File: config.mk
export PLATFORM = sky130hd
export DESIGN_NAME = lru_page_replacement_top
export DESIGN_NICKNAME = d
export VERILOG_FILES = /design/src/rtl/lrupr_pkg.sv /design/src/rtl/lrupr_cell.sv /design/src/rtl/lru_page_replacement_top.sv
export VERILOG_INCLUDE_DIRS = /design/src /design/src/rtl
export SDC_FILE = /design/constraint.sdc
export NUM_CORES = 1
export LEC_CHECK = 0
export BUFFER_PORTS_ARGS = -buffer_cell sky130_fd_sc_hd__buf_2
export CAP_MARGIN = 40
export CORE_UTILIZATION = 55
export CTS_BUF_LIST = sky130_fd_sc_hd__clkbuf_8
export DETAILED_ROUTE_END_ITERATION = 16
export PLACE_DENSITY = 0.87
export SLEW_MARGIN = 15
export SYNTH_ARGS = -nofsm -noshare
export SYNTH_HDL_FRONTEND = slang
export SYNTH_SLANG_ARGS = --single-unit
export TNS_END_PERCENT = 20
File: constraint.sdc
create_clock -name clock -period 4.4 [get_ports clock]
set_clock_uncertainty 0.1 [all_clocks]
set_input_delay 0 -clock clock [delete_from_list [all_inputs] [get_ports clock]]
set_output_delay 0 -clock clock [all_outputs]
set_load 0.05 [all_outputs]
File: src/rtl/lru_page_replacement_top_macros.svh
// assertion macros shared by the lru page replacement rtl
`ifndef LRU_PAGE_REPLACEMENT_TOP_MACROS_SVH
`define LRU_PAGE_REPLACEMENT_TOP_MACROS_SVH

// same-cycle implication, clocked on clock and quiet during reset
`define LRUPR_ASSERT_IMPL(label, ante, cons, msg) \
   label: assert property (@(posedge clock) disable iff (reset) (ante) |-> (cons)) \
      else $error(msg);

// next-cycle implication, clocked on clock and quiet during reset
`define LRUPR_ASSERT_NEXT(label, ante, cons, msg) \
   label: assert property (@(posedge clock) disable iff (reset) (ante) |=> (cons)) \
      else $error(msg);

`endif

File: src/rtl/lrupr_pkg.sv
// shared constants, types and helpers for the lru page replacement block
`timescale 1ns / 1ps

package lrupr_pkg;

   // fixed field widths of the ports
   localparam int PAGE_FIELD_W  = 16;
   localparam int FRAME_FIELD_W = 4;
   localparam int CSR_W         = 5;
   localparam int COUNT_W       = 32;

   // build defaults and register reset value
   localparam int DEF_FRAMES    = 16;
   localparam int DEF_PAGE_BITS = 16;
   localparam int FRAMES_RESET  = 16;

   // per-update control broadcast to every cell
   typedef struct packed {
      logic upd;
      logic hit;
      logic fill;
      logic evict;
   } lrupr_ctrl_type;

   // zero acts as one, anything above the built size acts as the built size
   function automatic int clamp_frames(input int value, input int frames);
      int n;
      n = value;
      if (n < 1) begin
         n = 1;
      end
      if (n > frames) begin
         n = frames;
      end
      return n;
   endfunction

endpackage

File: src/rtl/lrupr_cell.sv
// one frame of the page table: resident page, valid mark and recency rank
`timescale 1ns / 1ps

module lrupr_cell #(
   parameter int PAGE_BITS = lrupr_pkg::DEF_PAGE_BITS,
   parameter int RANK_W    = 4
) (
   input  logic                       clock,
   input  logic                       reset,
   input  logic                       active,
   input  logic                       prev_valid,
   input  logic                       look,
   input  logic [PAGE_BITS-1:0]       lookup_page,
   input  logic [PAGE_BITS-1:0]       new_page,
   input  logic                       flush,
   input  lrupr_pkg::lrupr_ctrl_type  ctrl,
   input  logic [RANK_W-1:0]          hit_rank,
   input  logic [RANK_W-1:0]          last_rank,
   output logic                       valid,
   output logic                       match,
   output logic                       empty_slot,
   output logic                       victim,
   output logic                       sel,
   output logic [RANK_W-1:0]          rank,
   output logic [PAGE_BITS-1:0]       page
);
   import lrupr_pkg::*;

   logic                 valid_ff, valid_in;
   logic                 match_ff, match_in;
   logic [RANK_W-1:0]    rank_ff, rank_in;
   logic [PAGE_BITS-1:0] page_ff, page_in;
   logic                 bump;

   // frame status seen by the neighbours and the top level
   assign valid      = valid_ff;
   assign match      = match_ff;
   assign rank       = rank_ff;
   assign page       = page_ff;
   // valid frames form a prefix, so the first empty one is frame 0 or sits right after a valid one
   assign empty_slot = active & ~valid_ff & prev_valid;
   assign victim     = active & valid_ff & (rank_ff == last_rank);
   assign sel        = ctrl.hit ? match_ff : (ctrl.fill ? empty_slot : victim);

   // frames more recent than the hit one age by one, on a miss every other frame ages
   assign bump = valid_ff & active & (ctrl.hit ? (rank_ff < hit_rank) : 1'b1);

   // next state of the frame
   always_comb begin
      valid_in = valid_ff;
      rank_in  = rank_ff;
      page_in  = page_ff;
      match_in = match_ff;
      if (look) begin
         match_in = valid_ff & active & (page_ff == lookup_page);
      end
      if (flush) begin
         valid_in = 1'b0;
         rank_in  = '0;
      end else if (ctrl.upd) begin
         if (sel) begin
            rank_in = '0;
            if (!ctrl.hit) begin
               valid_in = 1'b1;
               page_in  = new_page;
            end
         end else if (bump) begin
            rank_in = rank_ff + 1'b1;
         end
      end
   end

   // control state
   always_ff @(posedge clock) begin
      if (reset) begin
         valid_ff <= 1'b0;
         rank_ff  <= '0;
         match_ff <= 1'b0;
      end else begin
         valid_ff <= valid_in;
         rank_ff  <= rank_in;
         match_ff <= match_in;
      end
   end

   // page storage
   always_ff @(posedge clock) begin
      page_ff <= page_in;
   end

endmodule

File: src/rtl/lru_page_replacement_top.sv
// When a request is accepted, every frame cell compares the page against its
// resident page in parallel and registers the match; in the update state that follows,
// the cells update their recency ranks and the result is loaded into the
// output register. The result register is separate from the request side, so a new
// request is accepted while the previous result still waits; the update cycle holds
// only while that result has not been taken. A write to the frames_in_use register
// empties the table and is accepted whenever no request is in its update cycle.
`timescale 1ns / 1ps

module lru_page_replacement_top #(
   parameter int FRAMES    = lrupr_pkg::DEF_FRAMES,
   parameter int PAGE_BITS = lrupr_pkg::DEF_PAGE_BITS
) (
   input  logic                                clock,
   input  logic                                reset,
   // request channel
   input  logic                                req_valid,
   output logic                                req_stall,
   input  logic [lrupr_pkg::PAGE_FIELD_W-1:0]  req_page_number,
   // result channel
   output logic                                rsp_valid,
   input  logic                                rsp_stall,
   output logic                                rsp_hit,
   output logic [lrupr_pkg::FRAME_FIELD_W-1:0] rsp_frame_index,
   output logic                                rsp_evicted,
   output logic [lrupr_pkg::PAGE_FIELD_W-1:0]  rsp_evicted_page,
   output logic [lrupr_pkg::COUNT_W-1:0]       rsp_hit_total,
   output logic [lrupr_pkg::COUNT_W-1:0]       rsp_fault_total,
   // register write channel
   input  logic                                csr_valid,
   output logic                                csr_ready,
   input  logic [lrupr_pkg::CSR_W-1:0]         csr_frames_in_use
);
   import lrupr_pkg::*;

   `include "lru_page_replacement_top_macros.svh"

   localparam int RANK_W = $clog2(FRAMES);
   localparam int CNT_W  = $clog2(FRAMES + 1);

   localparam logic ST_IDLE   = 1'b0;
   localparam logic ST_UPDATE = 1'b1;

   logic                 state_ff, state_in;
   logic [CNT_W-1:0]     n_ff, n_in;
   logic [PAGE_BITS-1:0] page_ff;
   logic [COUNT_W-1:0]   hit_count_ff, hit_count_in;
   logic [COUNT_W-1:0]   fault_count_ff, fault_count_in;
   logic                 rsp_valid_ff, rsp_valid_in;
   logic                 rsp_hit_ff;
   logic [FRAME_FIELD_W-1:0] rsp_frame_index_ff;
   logic                 rsp_evicted_ff;
   logic [PAGE_FIELD_W-1:0]  rsp_evicted_page_ff;

   logic                 accept;
   logic                 upd;
   logic                 csr_write;
   logic [PAGE_BITS-1:0] lookup_page;
   logic [31:0]          req_ext;
   logic [CNT_W-1:0]     n_less;
   logic [RANK_W-1:0]    last_rank;
   lrupr_ctrl_type       ctrl;

   logic [FRAMES-1:0]    active_vec;
   logic [FRAMES-1:0]    valid_vec;
   logic [FRAMES-1:0]    match_vec;
   logic [FRAMES-1:0]    empty_vec;
   logic [FRAMES-1:0]    victim_vec;
   logic [FRAMES-1:0]    sel_vec;
   logic [RANK_W-1:0]    rank_vec [FRAMES];
   logic [PAGE_BITS-1:0] page_vec [FRAMES];

   logic [RANK_W-1:0]    hit_rank;
   logic [RANK_W-1:0]    frame_idx;
   logic [PAGE_BITS-1:0] victim_page;
   logic [31:0]          idx_ext;
   logic [31:0]          ev_ext;

   // handshakes
   assign accept    = req_valid & ~req_stall;
   assign req_stall = (state_ff == ST_UPDATE);
   assign upd       = (state_ff == ST_UPDATE) & (~rsp_valid_ff | ~rsp_stall);
   assign csr_ready = (state_ff == ST_IDLE);
   assign csr_write = csr_valid & csr_ready;

   // page masked to the built page width
   assign req_ext     = 32'(req_page_number);
   assign lookup_page = req_ext[PAGE_BITS-1:0];

   // least recent rank among a full set of active frames
   assign n_less    = n_ff - 1'b1;
   assign last_rank = n_less[RANK_W-1:0];

   // row of frame cells, each handing its valid mark to the next one
   for (genvar i = 0; i < FRAMES; i++) begin : g_cell
      assign active_vec[i] = (n_ff > CNT_W'(i));
      lrupr_cell #(
         .PAGE_BITS (PAGE_BITS),
         .RANK_W    (RANK_W)
      ) u_cell (
         .clock       (clock),
         .reset       (reset),
         .active      (active_vec[i]),
         .prev_valid  ((i == 0) ? 1'b1 : valid_vec[(i == 0) ? 0 : i - 1]),
         .look        (accept),
         .lookup_page (lookup_page),
         .new_page    (page_ff),
         .flush       (csr_write),
         .ctrl        (ctrl),
         .hit_rank    (hit_rank),
         .last_rank   (last_rank),
         .valid       (valid_vec[i]),
         .match       (match_vec[i]),
         .empty_slot  (empty_vec[i]),
         .victim      (victim_vec[i]),
         .sel         (sel_vec[i]),
         .rank        (rank_vec[i]),
         .page        (page_vec[i])
      );
   end

   // update control broadcast to the cells
   always_comb begin
      ctrl.upd   = upd;
      ctrl.hit   = |match_vec;
      ctrl.fill  = ~(|match_vec) & (|empty_vec);
      ctrl.evict = ~(|match_vec) & ~(|empty_vec);
   end

   // gather rank of the hit frame, chosen frame index and evicted page
   always_comb begin
      hit_rank    = '0;
      frame_idx   = '0;
      victim_page = '0;
      for (int i = 0; i < FRAMES; i++) begin
         if (match_vec[i]) begin
            hit_rank = hit_rank | rank_vec[i];
         end
         if (sel_vec[i]) begin
            frame_idx = frame_idx | RANK_W'(i);
         end
         if (victim_vec[i]) begin
            victim_page = victim_page | page_vec[i];
         end
      end
   end

   assign idx_ext = 32'(frame_idx);
   assign ev_ext  = 32'(victim_page);

   // sequencer, register and counters next state
   always_comb begin
      state_in       = state_ff;
      n_in           = n_ff;
      hit_count_in   = hit_count_ff;
      fault_count_in = fault_count_ff;
      rsp_valid_in   = rsp_valid_ff & rsp_stall;
      case (state_ff)
         ST_IDLE: begin
            if (accept) begin
               state_in = ST_UPDATE;
            end
         end
         ST_UPDATE: begin
            if (upd) begin
               state_in = ST_IDLE;
            end
         end
         default: begin
            state_in = ST_IDLE;
         end
      endcase
      if (csr_write) begin
         n_in = CNT_W'(clamp_frames(int'(csr_frames_in_use), FRAMES));
      end
      if (upd) begin
         rsp_valid_in = 1'b1;
         if (ctrl.hit) begin
            if (!(&hit_count_ff)) begin
               hit_count_in = hit_count_ff + 1'b1;
            end
         end else if (!(&fault_count_ff)) begin
            fault_count_in = fault_count_ff + 1'b1;
         end
      end
   end

   // control state
   always_ff @(posedge clock) begin
      if (reset) begin
         state_ff       <= ST_IDLE;
         n_ff           <= CNT_W'(clamp_frames(FRAMES_RESET, FRAMES));
         hit_count_ff   <= '0;
         fault_count_ff <= '0;
         rsp_valid_ff   <= 1'b0;
      end else begin
         state_ff       <= state_in;
         n_ff           <= n_in;
         hit_count_ff   <= hit_count_in;
         fault_count_ff <= fault_count_in;
         rsp_valid_ff   <= rsp_valid_in;
      end
   end

   // request page and result payload
   always_ff @(posedge clock) begin
      if (accept) begin
         page_ff <= lookup_page;
      end
      if (upd) begin
         rsp_hit_ff          <= ctrl.hit;
         rsp_frame_index_ff  <= idx_ext[FRAME_FIELD_W-1:0];
         rsp_evicted_ff      <= ctrl.evict;
         rsp_evicted_page_ff <= ctrl.evict ? ev_ext[PAGE_FIELD_W-1:0] : '0;
      end
   end

   // result ports
   assign rsp_valid        = rsp_valid_ff;
   assign rsp_hit          = rsp_hit_ff;
   assign rsp_frame_index  = rsp_frame_index_ff;
   assign rsp_evicted      = rsp_evicted_ff;
   assign rsp_evicted_page = rsp_evicted_page_ff;
   assign rsp_hit_total    = hit_count_ff;
   assign rsp_fault_total  = fault_count_ff;

   // checks
   `LRUPR_ASSERT_IMPL(a_one_frame_chosen, state_ff == ST_UPDATE, $onehot(sel_vec), "update must choose exactly one frame")
   `LRUPR_ASSERT_IMPL(a_no_inactive_valid, 1'b1, (valid_vec & ~active_vec) == '0, "valid frame outside the active set")
   `LRUPR_ASSERT_NEXT(a_update_gives_result, upd, rsp_valid_ff, "update did not raise a result")
   `LRUPR_ASSERT_NEXT(a_fault_counted, upd && !ctrl.hit && !(&fault_count_ff), fault_count_ff == $past(fault_count_ff) + 1'b1, "fault not counted")

endmodule
==> results.cfg <==
[worst_setup_path]
startpoint_type = register
cp-end-kind = register
path_cells = buf_4, a311oi_1, nor4b_2, o21bai_1, nor4_1, and2_1, a21oi_1, nor2_2, buf_4
worstPathRequired_ns = 4.63
cpPeakStageDelay_ns = 0.51
startpoint = n_ff[0]
cp.arrival_ns = 4.24
cp_slowest_cell = a311oi_1
cpMostUsedCell = buf_4
path_max_fanout = 17
r2r-start = n_ff[0]
critical_path_class = register to register

[status]
status = finished clean

[routing]
dr_total_vias = 19714
antenna_left = 0
totalWireLength_mm = 85.5
first_iter_violations = 2931
vias_per_cell = 6.74
first_pass_iters = 7
wl_per_cell_um = 29.2
route.detailed.drc = 0

[finish]
drive_above_1_share_pct = 14.4
final_common_cell = edfxtp_1
final_cell_mix = edfxtp_1 (294), xor2_1 (248), xnor2_1 (176)
fill_cells = 3283
multiInputGateArea_um2 = 11000
register_area_um2 = 12200
fin_util_pct = 63.9
finalNetCount = 2422
n_antenna_cell = 0
area_growth_pct = 14.2
final_area_um2 = 26900

[clocking]
cts_tree = done
clk_pin_slew_ns = 0.06
worstSkewPairLatency_ns = 0.67
clock_sinks = 461
cts.repair.resized = 0
cts_setup_buffers = 0
cts_inserted_buffers = 78
h-tree-depth = 3
ctsRootBufferMaster = clkbuf_8
clock_path_buffers = 3
postCtsHoldBufs = 36

[yosys]
synth_cells = 2126
syn_nets = 2222
ys_seq_elements = 461
synth_flop_cell = edfxtp_1
synth_edf_count = 294
ys_warn_count = 0
avgSynthCellArea_um2 = 11.1
yosysUniqueCellTypes = 77
syn_area_um2 = 23600
ys_async_sr_fraction_pct = 0
ys_seq_area_share_pct = 51.6

[global_route]
grt_pass1_wl_mm = 125
grt-ovfl-total = 0
grt_pass1_vias = 19190
grt_antenna_before_repair = 3
grt_max_degree = 61
globalRouteTotalUtil_pct = 39.1

[timing]
post-route-period-util_pct = 91.3
setup_viol = 0
fin_crit_ns = 4.02
max_slew_margin_pct = 38.0
drv_slew = 0
setup_slack_ns = 0.385
worstMarginPinSlew_ns = 0.921
rsz0062_at_grt = false
hold_viol_final = 0
tns_ns = 0
fmax_ghz = 0.249
worst_hold_slack_ns = 0.290

[floorplanning]
rows = 75
coreArea_um2 = 42100
die-height_um = 209
start_util_pct = 56.0
die-area_um2 = 43700
die_w_um = 209
ios = 115

[placed_design]
hpwlAfterDp_mm = 59.9
io_buffers = 114
place_area_um2 = 25000
gp_congestion = 1.08
dp_slack_ns = 0.545

[job]
drv_cap = 0

[min_path]
hold_start = reset
min_path_type = input port to register

[power_and_ir_drop]
leakagePower_nw = 9.85
ir_drop_mv = 0.314
cellPowerDensity_nw_per_um2 = 341
[power breakdown]
part | switching (mW) | internal, mW | leakage, nW
combinational | 0.463 | 0.191 | 4.98
clock | 1.83 | 1.97 | 0.866
sequential | 0.0797 | 4.65 | 4.01
total | 2.37 | 6.81 | 9.85
[layout make-up]
cell class / instances / share of cell area (%)
inverter: 26 / 0.362
clock buffer: 85 / 4.34
clock inverter: 55 / 1.25
tap: 539 / 2.50
sequential: 461 / 45.2
multi-input combinational: 1531 / 40.7
timing repair buffer: 228 / 5.68
[per-layer routing]
| metal | vias up | global-route usage, % | wire, um |
|---|---|---|---|
| met5 | - | 0 | 35 |
| met4 | 6 | 23.6 | 5860 |
| met3 | 326 | 11.1 | 11300 |
| met2 | 1530 | 57.7 | 36200 |
| met1 | 9492 | 51.1 | 32100 |
| li1 | 8360 | - | - |
[worst max-delay path, delay by kind of cell, from the launching register on]
family / cells / cell delay [ns]
buffers and inverters: 2 / 0.67
AND/OR/NAND/NOR: 4 / 1.30
flip-flops: 1 / 0.45
AO/OA/AOI/OAI: 3 / 1.14
[per-stage QoR]
step	instances	power, mW
after floorplan	2126	5.18
after global placement	2743	5.41
after detailed placement	2746	5.42
after CTS	2922	9.18
after global routing	2925	9.42
final	2925	9.19
[Yosys cell counts, drive strengths merged, types with 10 or more instances]
cell / instances / area (um2)
xnor2: 177 / 1560
and2: 12 / 75.1
edfxtp: 294 / 8830
nor3: 46 / 277
nor2: 169 / 639
clkbuf: 79 / 297
xor2: 249 / 2190
nor4: 53 / 353
a21oi: 64 / 320
ha: 70 / 876
a22o: 36 / 315
dfxtp: 167 / 3340
nand2: 99 / 374
a222oi: 22 / 220
inv: 24 / 90.1
a31oi: 27 / 169
nor2b: 12 / 75.1
nand2b: 10 / 62.6
and3: 28 / 175
a211oi: 34 / 260
a221oi: 39 / 354
o21a: 31 / 233
o21ai: 51 / 259
nand3: 73 / 365
a22oi: 47 / 353
a211o: 12 / 105
buf: 29 / 153
nand4: 75 / 469
[logic make-up after synthesis]
family | count (synthesis) | share of synthesized area (%)
mux | 8 | 0.345
fa+ha+maj | 70 | 3.71
buf+inv | 134 | 2.32
simple gates | 616 | 13.5
flops | 461 | 51.6
xor+xnor | 426 | 15.9
compound gates | 411 | 12.7
[sequential cells by signal, summed over array words and instances (netlist names)]
signal / cells
rsp_evicted_page: 16
n_ff: 5
page_ff: 16
rsp_evicted: 1
g_cell.u_cell.match: 16
rsp_hit: 1
g_cell.u_cell.page: 256
g_cell.u_cell.rank: 64
rsp_frame_index: 4
rsp_fault_total: 32
rsp_valid: 1
rsp_hit_total: 32
req_stall: 1
g_cell.u_cell.valid: 16
[final timing paths]
path                                                 end  slack (ns)  cells after the start
worst max-delay path            g_cell[9].u_cell.page[7]        0.38                      9
worst min-delay path                   rsp_hit_total[14]        0.29                      3
worst max register to register  g_cell[9].u_cell.page[7]        0.38                      9
worst min register to register    g_cell[8].u_cell.valid        0.41                      1
Note: power is estimated with default switching activity, not from simulation.
